$ cat src/hdl/register_bytecode_executor_assert.svh
// Assertion macros for the executor modules; rbe_back is the one that includes them.
`ifndef REGISTER_BYTECODE_EXECUTOR_ASSERT_SVH
`define REGISTER_BYTECODE_EXECUTOR_ASSERT_SVH

// Same-cycle implication, checked once reset is released.
`define RBE_ASSERT_IMPL(lbl, ante, cons, msg) \
    lbl: assert property (@(posedge i_clk) disable iff (!i_rst_n) (ante) |-> (cons)) \
        else $error(msg);

// Next-cycle implication, checked once reset is released.
`define RBE_ASSERT_NEXT(lbl, ante, cons, msg) \
    lbl: assert property (@(posedge i_clk) disable iff (!i_rst_n) (ante) |=> (cons)) \
        else $error(msg);

`endif

$ cat src/hdl/rbe_pkg.sv
package rbe_pkg;

    localparam int NUM_VARS_DEF    = 16;
    localparam int QUEUE_DEPTH_DEF = 4;
    localparam int DATA_W          = 32;
    localparam int IDX_W           = 8;

    typedef enum logic [2:0] {
        OP_LDC = 3'd0,
        OP_LDV = 3'd1,
        OP_STV = 3'd2,
        OP_ADD = 3'd3,
        OP_SUB = 3'd4,
        OP_MUL = 3'd5,
        OP_DIV = 3'd6,
        OP_BAD = 3'd7
    } t_op;

    typedef enum logic [1:0] {
        ST_OK    = 2'd0,
        ST_BADOP = 2'd1,
        ST_DIVZ  = 2'd2,
        ST_RANGE = 2'd3
    } t_status;

    typedef struct packed {
        t_op               op;
        t_status           status;
        logic [DATA_W-1:0] operand_a;
        logic [IDX_W-1:0]  operand_b;
        logic [IDX_W-1:0]  dest;
        logic              last;
    } t_qentry;

endpackage

$ cat src/hdl/rbe_ram.sv
module rbe_ram #(
    parameter int WIDTH = rbe_pkg::DATA_W,
    parameter int DEPTH = rbe_pkg::NUM_VARS_DEF
) (
    input  logic                     i_clk,
    input  logic                     i_we,
    input  logic [$clog2(DEPTH)-1:0] i_waddr,
    input  logic [WIDTH-1:0]         i_wdata,
    input  logic                     i_re,
    input  logic [$clog2(DEPTH)-1:0] i_raddr_a,
    input  logic [$clog2(DEPTH)-1:0] i_raddr_b,
    output logic [WIDTH-1:0]         o_rdata_a,
    output logic [WIDTH-1:0]         o_rdata_b
);

    logic [WIDTH-1:0] r_mem [DEPTH];
    logic [WIDTH-1:0] r_rdata_a;
    logic [WIDTH-1:0] r_rdata_b;

    always_ff @(posedge i_clk) begin
        if (i_we) begin
            r_mem[i_waddr] <= i_wdata;
        end
        if (i_re) begin
            r_rdata_a <= r_mem[i_raddr_a];
            r_rdata_b <= r_mem[i_raddr_b];
        end
    end

    assign o_rdata_a = r_rdata_a;
    assign o_rdata_b = r_rdata_b;

endmodule

$ cat src/hdl/rbe_fifo.sv
module rbe_fifo #(
    parameter int WIDTH = $bits(rbe_pkg::t_qentry),
    parameter int DEPTH = rbe_pkg::QUEUE_DEPTH_DEF
) (
    input  logic             i_clk,
    input  logic             i_rst_n,
    input  logic             i_push,
    input  logic [WIDTH-1:0] i_data,
    input  logic             i_pop,
    output logic [WIDTH-1:0] o_data,
    output logic             o_full,
    output logic             o_empty
);

    localparam int AW = (DEPTH > 1) ? $clog2(DEPTH) : 1;
    localparam int CW = $clog2(DEPTH + 1);

    logic [WIDTH-1:0] r_mem [DEPTH];
    logic [AW-1:0]    r_wr;
    logic [AW-1:0]    r_rd;
    logic [CW-1:0]    r_cnt;
    logic             push_ok;
    logic             pop_ok;

    assign o_full  = (r_cnt == CW'(DEPTH));
    assign o_empty = (r_cnt == '0);
    assign push_ok = i_push && !o_full;
    assign pop_ok  = i_pop && !o_empty;
    assign o_data  = r_mem[r_rd];

    always_ff @(posedge i_clk) begin
        if (!i_rst_n) begin
            r_wr  <= '0;
            r_rd  <= '0;
            r_cnt <= '0;
        end else begin
            if (push_ok) begin
                r_wr <= (r_wr == AW'(DEPTH - 1)) ? '0 : r_wr + 1'b1;
            end
            if (pop_ok) begin
                r_rd <= (r_rd == AW'(DEPTH - 1)) ? '0 : r_rd + 1'b1;
            end
            if (push_ok && !pop_ok) begin
                r_cnt <= r_cnt + 1'b1;
            end else if (pop_ok && !push_ok) begin
                r_cnt <= r_cnt - 1'b1;
            end
        end
    end

    always_ff @(posedge i_clk) begin
        if (push_ok) begin
            r_mem[r_wr] <= i_data;
        end
    end

endmodule

$ cat src/hdl/rbe_front.sv
module rbe_front #(
    parameter int NUM_VARS = rbe_pkg::NUM_VARS_DEF
) (
    input  logic                      i_in_valid,
    output logic                      o_in_ready,
    input  logic [2:0]                i_req_type,
    input  logic signed [31:0]        i_first_operand,
    input  logic [7:0]                i_second_operand,
    input  logic [7:0]                i_dest_index,
    input  logic                      i_is_last,
    input  logic                      i_full,
    output logic                      o_push,
    output rbe_pkg::t_qentry          o_entry
);

    localparam logic [8:0] NV = 9'(NUM_VARS);

    rbe_pkg::t_op     op;
    rbe_pkg::t_status st;
    logic             a_ok;
    logic             b_ok;
    logic             d_ok;

    assign op   = rbe_pkg::t_op'(i_req_type);
    assign a_ok = (i_first_operand[31:8] == '0) && ({1'b0, i_first_operand[7:0]} < NV);
    assign b_ok = ({1'b0, i_second_operand} < NV);
    assign d_ok = ({1'b0, i_dest_index} < NV);

    always_comb begin
        st = rbe_pkg::ST_OK;
        unique case (op)
            rbe_pkg::OP_LDC: begin
                if (!d_ok) st = rbe_pkg::ST_RANGE;
            end
            rbe_pkg::OP_LDV, rbe_pkg::OP_STV: begin
                if (!a_ok || !d_ok) st = rbe_pkg::ST_RANGE;
            end
            rbe_pkg::OP_ADD, rbe_pkg::OP_SUB, rbe_pkg::OP_MUL, rbe_pkg::OP_DIV: begin
                if (!a_ok || !b_ok || !d_ok) st = rbe_pkg::ST_RANGE;
            end
            rbe_pkg::OP_BAD: begin
                st = rbe_pkg::ST_BADOP;
            end
            default: begin
                st = rbe_pkg::ST_BADOP;
            end
        endcase
    end

    assign o_in_ready        = !i_full;
    assign o_push            = i_in_valid && !i_full;
    assign o_entry.op        = op;
    assign o_entry.status    = st;
    assign o_entry.operand_a = $unsigned(i_first_operand);
    assign o_entry.operand_b = i_second_operand;
    assign o_entry.dest      = i_dest_index;
    assign o_entry.last      = i_is_last;

endmodule

$ cat src/hdl/rbe_div.sv
module rbe_div (
    input  logic        i_clk,
    input  logic        i_rst_n,
    input  logic        i_start,
    input  logic [31:0] i_dividend,
    input  logic [31:0] i_divisor,
    output logic        o_busy,
    output logic        o_done,
    output logic [31:0] o_quotient
);

    logic        r_busy;
    logic        r_done;
    logic [4:0]  r_cnt;
    logic [31:0] r_rem;
    logic [31:0] r_quo;
    logic [31:0] r_dvs;
    logic        r_neg;
    logic [32:0] trial;
    logic        fits;
    logic        na;
    logic        nb;

    assign na    = i_dividend[31];
    assign nb    = i_divisor[31];
    assign trial = {r_rem, r_quo[31]};
    assign fits  = (trial >= {1'b0, r_dvs});

    always_ff @(posedge i_clk) begin
        if (!i_rst_n) begin
            r_busy <= 1'b0;
            r_done <= 1'b0;
            r_cnt  <= '0;
        end else begin
            r_done <= 1'b0;
            if (i_start) begin
                r_busy <= 1'b1;
                r_cnt  <= 5'd31;
            end else if (r_busy) begin
                r_cnt <= r_cnt - 1'b1;
                if (r_cnt == '0) begin
                    r_busy <= 1'b0;
                    r_done <= 1'b1;
                end
            end
        end
    end

    always_ff @(posedge i_clk) begin
        if (i_start) begin
            r_rem <= '0;
            r_quo <= na ? 32'd0 - i_dividend : i_dividend;
            r_dvs <= nb ? 32'd0 - i_divisor : i_divisor;
            r_neg <= na ^ nb;
        end else if (r_busy) begin
            r_rem <= fits ? 32'(trial - {1'b0, r_dvs}) : trial[31:0];
            r_quo <= {r_quo[30:0], fits};
        end
    end

    assign o_busy     = r_busy;
    assign o_done     = r_done;
    assign o_quotient = r_neg ? 32'd0 - r_quo : r_quo;

endmodule

$ cat src/hdl/rbe_back.sv
`include "register_bytecode_executor_assert.svh"

module rbe_back #(
    parameter int NUM_VARS = rbe_pkg::NUM_VARS_DEF
) (
    input  logic               i_clk,
    input  logic               i_rst_n,
    input  logic               i_q_empty,
    input  rbe_pkg::t_qentry   i_q_entry,
    output logic               o_q_pop,
    output logic               o_out_valid,
    input  logic               i_out_ready,
    output logic [31:0]        o_value,
    output logic [7:0]         o_index,
    output rbe_pkg::t_status   o_status,
    output logic               o_last
);

    localparam int AW = $clog2(NUM_VARS);

    typedef enum logic [3:0] {
        S_IDLE  = 4'b0001,
        S_READ  = 4'b0010,
        S_DIV   = 4'b0100,
        S_WRITE = 4'b1000
    } t_state;

    t_state             r_state;
    t_state             n_state;
    rbe_pkg::t_qentry   r_cur;
    logic [31:0]        r_val;
    rbe_pkg::t_status   r_st;
    logic [NUM_VARS-1:0] r_vld;
    logic               r_vld_a;
    logic               r_vld_b;
    logic               r_out_vld;
    logic [31:0]        r_out_value;
    logic [7:0]         r_out_index;
    rbe_pkg::t_status   r_out_status;
    logic               r_out_last;

    logic               q_pop;
    logic               rd_en;
    logic               we;
    logic               out_free;
    logic [AW-1:0]      rd_addr_a;
    logic [AW-1:0]      rd_addr_b;
    logic [AW-1:0]      wr_addr;
    logic [31:0]        rd_a;
    logic [31:0]        rd_b;
    logic [31:0]        x;
    logic [31:0]        y;
    logic [31:0]        exec_val;
    rbe_pkg::t_status   exec_st;
    logic               div_start;
    logic               div_busy;
    logic               div_done;
    logic [31:0]        quotient;

    assign rd_addr_a = i_q_entry.operand_a[AW-1:0];
    assign rd_addr_b = i_q_entry.operand_b[AW-1:0];
    assign wr_addr   = r_cur.dest[AW-1:0];
    assign x         = r_vld_a ? rd_a : '0;
    assign y         = r_vld_b ? rd_b : '0;
    assign out_free  = !r_out_vld || i_out_ready;

    rbe_ram #(
        .WIDTH(32),
        .DEPTH(NUM_VARS)
    ) u_vars (
        .i_clk    (i_clk),
        .i_we     (we),
        .i_waddr  (wr_addr),
        .i_wdata  (r_val),
        .i_re     (rd_en),
        .i_raddr_a(rd_addr_a),
        .i_raddr_b(rd_addr_b),
        .o_rdata_a(rd_a),
        .o_rdata_b(rd_b)
    );

    rbe_div u_div (
        .i_clk     (i_clk),
        .i_rst_n   (i_rst_n),
        .i_start   (div_start),
        .i_dividend(x),
        .i_divisor (y),
        .o_busy    (div_busy),
        .o_done    (div_done),
        .o_quotient(quotient)
    );

    always_comb begin
        exec_val = '0;
        exec_st  = r_cur.status;
        if (r_cur.status == rbe_pkg::ST_OK) begin
            unique case (r_cur.op)
                rbe_pkg::OP_LDC:                  exec_val = r_cur.operand_a;
                rbe_pkg::OP_LDV, rbe_pkg::OP_STV: exec_val = x;
                rbe_pkg::OP_ADD:                  exec_val = x + y;
                rbe_pkg::OP_SUB:                  exec_val = x - y;
                rbe_pkg::OP_MUL:                  exec_val = x * y;
                rbe_pkg::OP_DIV: begin
                    if (y == '0) exec_st = rbe_pkg::ST_DIVZ;
                end
                rbe_pkg::OP_BAD:                  exec_st = rbe_pkg::ST_BADOP;
                default:                          exec_st = rbe_pkg::ST_BADOP;
            endcase
        end
    end

    always_comb begin
        n_state   = r_state;
        q_pop     = 1'b0;
        rd_en     = 1'b0;
        div_start = 1'b0;
        we        = 1'b0;
        unique case (r_state)
            S_IDLE: begin
                if (!i_q_empty) begin
                    q_pop   = 1'b1;
                    rd_en   = 1'b1;
                    n_state = S_READ;
                end
            end
            S_READ: begin
                if (r_cur.op == rbe_pkg::OP_DIV && exec_st == rbe_pkg::ST_OK) begin
                    div_start = 1'b1;
                    n_state   = S_DIV;
                end else begin
                    n_state = S_WRITE;
                end
            end
            S_DIV: begin
                if (div_done) n_state = S_WRITE;
            end
            S_WRITE: begin
                if (out_free) begin
                    we      = (r_st == rbe_pkg::ST_OK);
                    n_state = S_IDLE;
                end
            end
            default: begin
                n_state = S_IDLE;
            end
        endcase
    end

    always_ff @(posedge i_clk) begin
        if (!i_rst_n) begin
            r_state   <= S_IDLE;
            r_out_vld <= 1'b0;
            r_vld     <= '0;
        end else begin
            r_state <= n_state;
            if (we) begin
                r_vld[wr_addr] <= 1'b1;
            end
            if (r_state == S_WRITE && out_free) begin
                r_out_vld <= 1'b1;
            end else if (i_out_ready) begin
                r_out_vld <= 1'b0;
            end
        end
    end

    always_ff @(posedge i_clk) begin
        if (q_pop) begin
            r_cur   <= i_q_entry;
            r_vld_a <= r_vld[rd_addr_a];
            r_vld_b <= r_vld[rd_addr_b];
        end
        if (r_state == S_READ) begin
            r_val <= exec_val;
            r_st  <= exec_st;
        end else if (r_state == S_DIV && div_done) begin
            r_val <= quotient;
        end
        if (r_state == S_WRITE && out_free) begin
            r_out_value  <= r_val;
            r_out_index  <= r_cur.dest;
            r_out_status <= r_st;
            r_out_last   <= r_cur.last;
        end
    end

    assign o_q_pop     = q_pop;
    assign o_out_valid = r_out_vld;
    assign o_value     = r_out_value;
    assign o_index     = r_out_index;
    assign o_status    = r_out_status;
    assign o_last      = r_out_last;

    `RBE_ASSERT_IMPL(a_div_nonzero, div_start, y != '0 && r_cur.status == rbe_pkg::ST_OK, "divide started on a zero or faulted operand")
    `RBE_ASSERT_IMPL(a_write_ok, we, r_st == rbe_pkg::ST_OK && r_state == S_WRITE, "variable written on a faulted instruction")
    `RBE_ASSERT_NEXT(a_pop_reads, q_pop, r_state == S_READ, "popped entry not followed by a read")
    `RBE_ASSERT_IMPL(a_div_runs, r_state == S_DIV && !div_done, div_busy, "waiting on an idle divider")
    `RBE_ASSERT_NEXT(a_out_loaded, r_state == S_WRITE && out_free, r_out_vld, "result dropped at output register")

endmodule

$ cat src/hdl/register_bytecode_executor.sv
// Register bytecode executor: one three-address instruction per input transfer.
// Input channel i_in_valid/o_in_ready carries req_type, first_operand,
// second_operand, dest_index and is_last; every instruction gives exactly one
// result on o_out_valid/i_out_ready with written_value, written_index, status
// and last_of_program, in instruction order.
// A front end classifies opcode and index range and pushes into a queue of
// QUEUE_DEPTH entries; a back end reads the variable file, executes and writes.
// Each instruction is queued, then passes the back end's read, execute and
// write sequence, with divide using the 32-step bit-per-cycle divider; the
// back end takes no new instruction until the current result is written.
// Reset clears the variable file (per-entry valid bits), the queue and the
// output register. When the receiver stalls, the result holds in the output
// register, the back end waits with the next result, and the queue keeps
// taking instructions until it is full.
module register_bytecode_executor #(
    parameter int NUM_VARS    = rbe_pkg::NUM_VARS_DEF,
    parameter int QUEUE_DEPTH = rbe_pkg::QUEUE_DEPTH_DEF
) (
    input  logic               i_clk,
    input  logic               i_rst_n,
    input  logic               i_in_valid,
    output logic               o_in_ready,
    input  logic [2:0]         i_req_type,
    input  logic signed [31:0] i_first_operand,
    input  logic [7:0]         i_second_operand,
    input  logic [7:0]         i_dest_index,
    input  logic               i_is_last,
    output logic               o_out_valid,
    input  logic               i_out_ready,
    output logic signed [31:0] o_written_value,
    output logic [7:0]         o_written_index,
    output logic [1:0]         o_status,
    output logic               o_last_of_program
);

    localparam int QW = $bits(rbe_pkg::t_qentry);

    rbe_pkg::t_qentry front_entry;
    rbe_pkg::t_qentry back_entry;
    rbe_pkg::t_status back_status;
    logic [QW-1:0]    q_wdata;
    logic [QW-1:0]    q_rdata;
    logic             q_push;
    logic             q_pop;
    logic             q_full;
    logic             q_empty;
    logic [31:0]      back_value;

    rbe_front #(
        .NUM_VARS(NUM_VARS)
    ) u_front (
        .i_in_valid      (i_in_valid),
        .o_in_ready      (o_in_ready),
        .i_req_type      (i_req_type),
        .i_first_operand (i_first_operand),
        .i_second_operand(i_second_operand),
        .i_dest_index    (i_dest_index),
        .i_is_last       (i_is_last),
        .i_full          (q_full),
        .o_push          (q_push),
        .o_entry         (front_entry)
    );

    assign q_wdata    = front_entry;
    assign back_entry = rbe_pkg::t_qentry'(q_rdata);

    rbe_fifo #(
        .WIDTH(QW),
        .DEPTH(QUEUE_DEPTH)
    ) u_queue (
        .i_clk  (i_clk),
        .i_rst_n(i_rst_n),
        .i_push (q_push),
        .i_data (q_wdata),
        .i_pop  (q_pop),
        .o_data (q_rdata),
        .o_full (q_full),
        .o_empty(q_empty)
    );

    rbe_back #(
        .NUM_VARS(NUM_VARS)
    ) u_back (
        .i_clk      (i_clk),
        .i_rst_n    (i_rst_n),
        .i_q_empty  (q_empty),
        .i_q_entry  (back_entry),
        .o_q_pop    (q_pop),
        .o_out_valid(o_out_valid),
        .i_out_ready(i_out_ready),
        .o_value    (back_value),
        .o_index    (o_written_index),
        .o_status   (back_status),
        .o_last     (o_last_of_program)
    );

    assign o_written_value = $signed(back_value);
    assign o_status        = back_status;

endmodule
$ cat config.mk
export PLATFORM = sky130hd
export DESIGN_NAME = register_bytecode_executor
export DESIGN_NICKNAME = d
export VERILOG_FILES = /design/src/hdl/rbe_pkg.sv /design/src/hdl/rbe_ram.sv /design/src/hdl/rbe_fifo.sv /design/src/hdl/rbe_front.sv /design/src/hdl/rbe_div.sv /design/src/hdl/rbe_back.sv /design/src/hdl/register_bytecode_executor.sv
export VERILOG_INCLUDE_DIRS = /design/src /design/src/hdl
export SDC_FILE = /design/constraint.sdc
export NUM_CORES = 2
export LEC_CHECK = 0
export BUFFER_PORTS_ARGS = -buffer_cell sky130_fd_sc_hd__buf_2
export CORE_MARGIN = 2
export CORE_UTILIZATION = 40
export CTS_BUF_LIST = sky130_fd_sc_hd__clkbuf_8
export DETAILED_ROUTE_END_ITERATION = 12
export GPL_TIMING_DRIVEN = 0
export HOLD_SLACK_MARGIN = 0.03
export PLACE_DENSITY = 0.63
export SETUP_SLACK_MARGIN = 0.15
export SLEW_MARGIN = 30
export SYNTH_ARGS = -nofsm -noshare
export SYNTH_HDL_FRONTEND = slang
export SYNTH_SLANG_ARGS = --single-unit
$ cat constraint.sdc
create_clock -name i_clk -period 24.3 [get_ports i_clk]
set_input_delay 4.86 -clock i_clk [delete_from_list [all_inputs] [get_ports i_clk]]
set_output_delay 4.86 -clock i_clk [all_outputs]
set_load 0.02 [all_outputs]
Word level (Yosys, flattened, before mapping)
Memories as Yosys holds them, arrays and structs flattened. A register that Yosys moved wholly into a read port is not among the register bits. Cells that the tools add are included. W data, S select, Z words.

Memories kept: 2. Output and inout bits: 45. Register bits: 257. Bits in writable memories: 728.

Equal/unequal tests: 24. Add/sub/neg operators: 11. Bitwise logic cells: 4. $lt $le $gt $ge: 8. Mux-type cells: 54. Multipliers: 1. Reductions and logical operators: 40.

Memory list: u_back.u_vars.r_mem (words 16, width 32, rd ports 2, clocked after memory_dff 2, write ports 1, RTL line rbe_ram.sv:16) `logic [WIDTH-1:0] r_mem [DEPTH];`; u_queue.r_mem (words 4, width 54, rd ports 1, clocked after memory_dff 1, write ports 1, RTL line rbe_fifo.sv:18) `logic [WIDTH-1:0] r_mem [DEPTH];`.

Operators with widths (number): $mux W32 (10); $pmux W32 S5 (1); $sub A1 B32 Y32 const A (3); $sub A32 B32 Y32 (2); $ge A33 B32 Y1 (1); $add A32 B32 Y32 (1); $logic_not A32 Y1 (1); $mul A32 B32 Y32 (1); $mux W31 (1); $eq A3 B3 Y1 const B (9); $logic_not A24 Y1 (1); $lt A8 B5 Y1 const B (3); $mux W1 (19); $mux W2 (9); $mux W4 (4); $or A16 B16 Y16 (1); $pmux W4 S4 (1); $lt A4 B5 Y1 const B (3); $eq A3 B2 Y1 const B (4); $logic_and A1 B1 Y1 (10); $mux W5 (2); $logic_not A3 Y1 (3); $bmux W1 S4 (2); $logic_not A1 Y1 (8); 27 further kinds (42).

Logic depth before layout (Yosys ltp)
Depth after elaboration: 10. Gate-level depth with buffers: 34.

Hierarchy
A second synthesis with hierarchy kept.

Cell total of the unflattened synthesis: 5129. Area total of the unflattened synthesis: 65678.0 µm².

Modules (own cells, without submodules): rbe_ram (times used 1, area an instance 24843.8 µm², cells each 1141, seq. area each 17296.6 µm²); rbe_back (times used 1, area an instance 24181.9 µm², cells each 2669, seq. area each 4174.0 µm²); rbe_fifo (times used 1, area an instance 8339.2 µm², cells each 333, seq. area each 6666.4 µm²); rbe_div (times used 1, area an instance 7751.2 µm², cells each 910, seq. area each 2732.6 µm²); rbe_front (times used 1, area an instance 561.8 µm², cells each 76, seq. area each 0.0 µm²).

Least setup slack after synthesis
OpenSTA, ideal clock, no wires.

Path type: register to register. Start point: reg u_back.r_vld_b. End point: reg u_back.r_val[29] (data pin). Data required time: 24025 ps. Setup slack: 15400 ps. Data arrival time: 8624 ps. Period minus slack after synthesis: 8900 ps. Stages on the path, launching flop included: 33. Path through: edfxtp_1 > clkbuf_1 > clkbuf_1 > buf_1 > clkbuf_1 > clkbuf_1 > clkbuf_1 > and2_0 > clkbuf_1 > nand2_1 > fa_1 > inv_1 > fa_1 > fa_1 > inv_1 > fa_1 > inv_1 > fa_1 > inv_1 > fa_1 > inv_1 > fa_1 > fa_1 > ha_1 > a21o_1 > a21oi_1 > o221ai_1 > a21oi_1 > o211ai_1 > and4b_1 > o21a_1 > a2111oi_0 > o22ai_1.

Word-level cells in the longest chain between the ends: 5. Elaborated cells on any way between the ends: 7.

RTL lines: start, declared (RTL line rbe_back.sv:35) `logic r_vld_b;`; start signal, assigned (RTL line rbe_back.sv:171) `r_vld_b <= r_vld[rd_addr_b];`; $mux W32 * (RTL line rbe_back.sv:64) `assign y = r_vld_b ? rd_b : '0;`; $mul A32 B32 Y32 (tied with other cells) (RTL line rbe_back.sv:102) `rbe_pkg::OP_MUL: exec_val = x * y;`; $pmux W32 S5 * (RTL line rbe_back.sv:97) `unique case (r_cur.op)`; $mux W32 * (RTL line rbe_back.sv:96) `if (r_cur.status == rbe_pkg::ST_OK) begin`; $mux W32 * (RTL line rbe_back.sv:173) `if (r_state == S_READ) begin`; end signal, assigned (RTL line rbe_back.sv:174) `r_val <= exec_val;`; end signal, assigned (RTL line rbe_back.sv:177) `r_val <= quotient;`; end, declared (RTL line rbe_back.sv:31) `logic [31:0] r_val;`.

Mark *: on every way between the ends. The rest lies on a longest branch, timed or not. A chain may end at the register's enable or synchronous reset.

Worst setup path in the final report
Same ends and word-level chain as after synthesis.

==> flow_summary.ini <==
[yosys]
netlist_instances = 4961
synthArstFlopShare_pct = 0
synthTopCellsByCount = 966 x edfxtp_1, 473 x inv_1, 452 x nor2_1
yosys-top-cells-area = edfxtp_1 45%, fa_1 13%, mux4_2 12%
synth-seq-cells = 1035
synth-compound-area-share_pct = 6.81
synth_top_family_by_area = adder cells
synth_fa_ha_area_share_pct = 16.6
ys.flop_type = edfxtp_1
syn_area_mm2 = 0.0644
synth.distinct_cells = 83
yosysWarnings = 0
synth_edf_count = 966
synth-simple-area-share_pct = 8.73
synth_top_area_share_pct = 45.0
synthXorXnorAreaFrac_pct = 3.22
synth_most_common_cell = edfxtp_1
syn_nets = 5626
ys_seq_area_share_pct = 47.2
syn_avg_cell_area_um2 = 13.0
yosysTopAreaCell = edfxtp_1
synthMuxAreaShare_pct = 13.0

[sta]
rsz0062_at_grt = no
fmax_mhz = 82.5
finalSetupTns_ns = 0
finalCriticalPeriod_ns = 12.13
fin_worst_skew_ns = 0.0594
final-max-slew-violation-count = 0
hold_viol = 0
setup_viol = 0
holdWs_ns = 0.420
tightest_slew_ns = 1.14
max-slew-margin-rel_pct = 22.8
period_share_pct = 49.9

[critical_path]
cp_slowest_cell = a2111oi_0
cpPeakStageDelay_ns = 0.72
cp-start-kind = flip-flop
rr_worst_depth = 32
crit_required_ns = 24.80
path_max_fanout = 10
arrival_ns = 12.63
path_class = reg -> reg
end_kind = flip-flop
cp_common_cell = fa_1

[floorplanning]
die_h_um = 405
dieArea_mm2 = 0.164
die_w_um = 405
core-area_mm2 = 0.160
std_cell_rows = 147
ioPinCount = 101
initial_core_util_pct = 40.2

[global_routing]
grt_pass1_vias = 44500
grt-ovfl-total = 0
grt_pass1_wl_um = 302000
grt_max_degree = 79
antenna_found_initial = 11
grt_use_total_pct = 25.3

[finish]
drive_gt1_share_pct = 15.0
n_fill_cell = 14500
postLayoutCoreUtil_pct = 44.9
area_delta_synth_final_pct = 11.5
fin_nets = 5942

[clock_network]
cts_root_buf = clkbuf_8
cts_buffers = 158
ctsHoldBuffers = 0
clkTransAtPathRegs_ns = 0.07
cts-resized-gates = 0
cts.sinks = 1035
clkLatencyLatePin_ns = 0.88
cts_tree = yes
h-tree-depth = 4
clockBufferDepth = 3
postCtsSetupBuffers = 0

[drt]
viasPerCell = 5.82
drc = 0
drt-pass1-iter-count = 6
wl_per_cell_um = 27.5
vias = 44100
wl_um = 208000
drt_first_iter_violations = 5462
postRouteAntennaNets = 0

[hold_path]
hp-class = reg -> reg
hold_depth = 0

[job]
cap_violations = 0

[place]
hpwl_um = 160000
routabilityCongestion = 1.03
portBuffers = 100

[outcome]
status = finished, final reports clean
## placed cells by master, fill, tap and decap left out, types with 118 or more instances in the layout
cell | synthesis | final
mux4_2 | 349 | 349
ha_1 | 198 | 198
xnor2_1 | 151 | 151
clkbuf_1 | 232 | 210
a21oi_1 | 151 | 151
edfxtp_1 | 966 | 966
fa_1 | 411 | 411
nor2_1 | 452 | 440
inv_1 | 473 | 518
nand2_1 | 400 | 399
clkbuf_8 | 0 | 160
o21ai_0 | 143 | 142
buf_2 | 4 | 118
## critical path: cells and delay by family (launching register included)
family,cells,cell delay (ns)
fa+ha+maj,9,4.28
compound gates,8,2.38
simple gates,3,0.99
buf+inv,12,3.65
flops,1,0.48
## worst paths after layout
path | slack [ns] | to | startpoint
max | 12.17 | u_back.r_val[29]$_DFFE_PP_ | u_back.r_vld_b$_DFFE_PP_
min | 0.42 | u_back.o_index[6]$_DFFE_PP_ | u_back.r_cur[7]$_DFFE_PP_
max reg2reg | 12.17 | u_back.r_val[29]$_DFFE_PP_ | u_back.r_vld_b$_DFFE_PP_
min reg2reg | 0.42 | u_back.o_index[6]$_DFFE_PP_ | u_back.r_cur[7]$_DFFE_PP_
## cell families (layout without fill, tap and decap cells)
group | count (synthesis) | in the layout
simple gates | 1249 | 1249
mux | 398 | 398
flops | 1035 | 1035
compound gates | 674 | 674
xor+xnor | 226 | 226
other cells | 0 | 3
fa+ha+maj | 610 | 610
buf+inv | 769 | 1217
## registers in the layout, indices dropped and copies added, names as in the netlist, 2 cells and up, named ones only
signal	cells
u_back.o_index	8
u_back.o_status	2
u_back.o_value	32
u_back.r_cur	46
u_back.r_st	2
u_back.r_state	4
u_back.r_val	32
u_back.r_vld	16
u_back.u_div.r_cnt	5
u_back.u_div.r_dvs	32
u_back.u_div.r_quo	32
u_back.u_div.r_rem	32
u_back.u_vars.o_rdata_a	32
u_back.u_vars.o_rdata_b	32
u_back.u_vars.r_mem	512
u_queue.r_cnt	3
u_queue.r_mem	200
u_queue.r_rd	2
u_queue.r_wr	2
## metrics by stage
stage	area [µm²]	setup WS (ns)	std cells
finish	71900	12.17	7572
global route	71900	11.80	7570
global placement	67600	12.25	7221
detailed placement	68900	12.59	7277
floorplan	64400	15.40	4961
CTS	71800	12.54	7569
## area by class of cell
cell class | instances | area (µm²) | area share (%)
antenna | 3 | 7.51 | 0.0104
buffer | 278 | 1100 | 1.54
clock buffer | 160 | 2200 | 3.06
clock inverter | 132 | 771 | 1.07
inverter | 491 | 1850 | 2.58
multi-input combinational | 3157 | 31300 | 43.6
sequential | 1035 | 30400 | 42.3
tap | 2160 | 2700 | 3.76
timing repair buffer | 156 | 1520 | 2.12
## layer usage
layer  up-vias  part of all wire [%]  routed length (µm)  global-route usage, %
met5         -                 0.028                  58                      0
met4         8                   5.9               12300                   13.6
met3       531                   9.0               18900                   5.05
met2      2320                    46               96200                   39.7
met1     22700                    39               81000                   33.2
li1      18600                     -                   -                      -
Power is not shown: default switching activity piles up to over one toggle a cycle in this logic, so the estimate is an artifact.
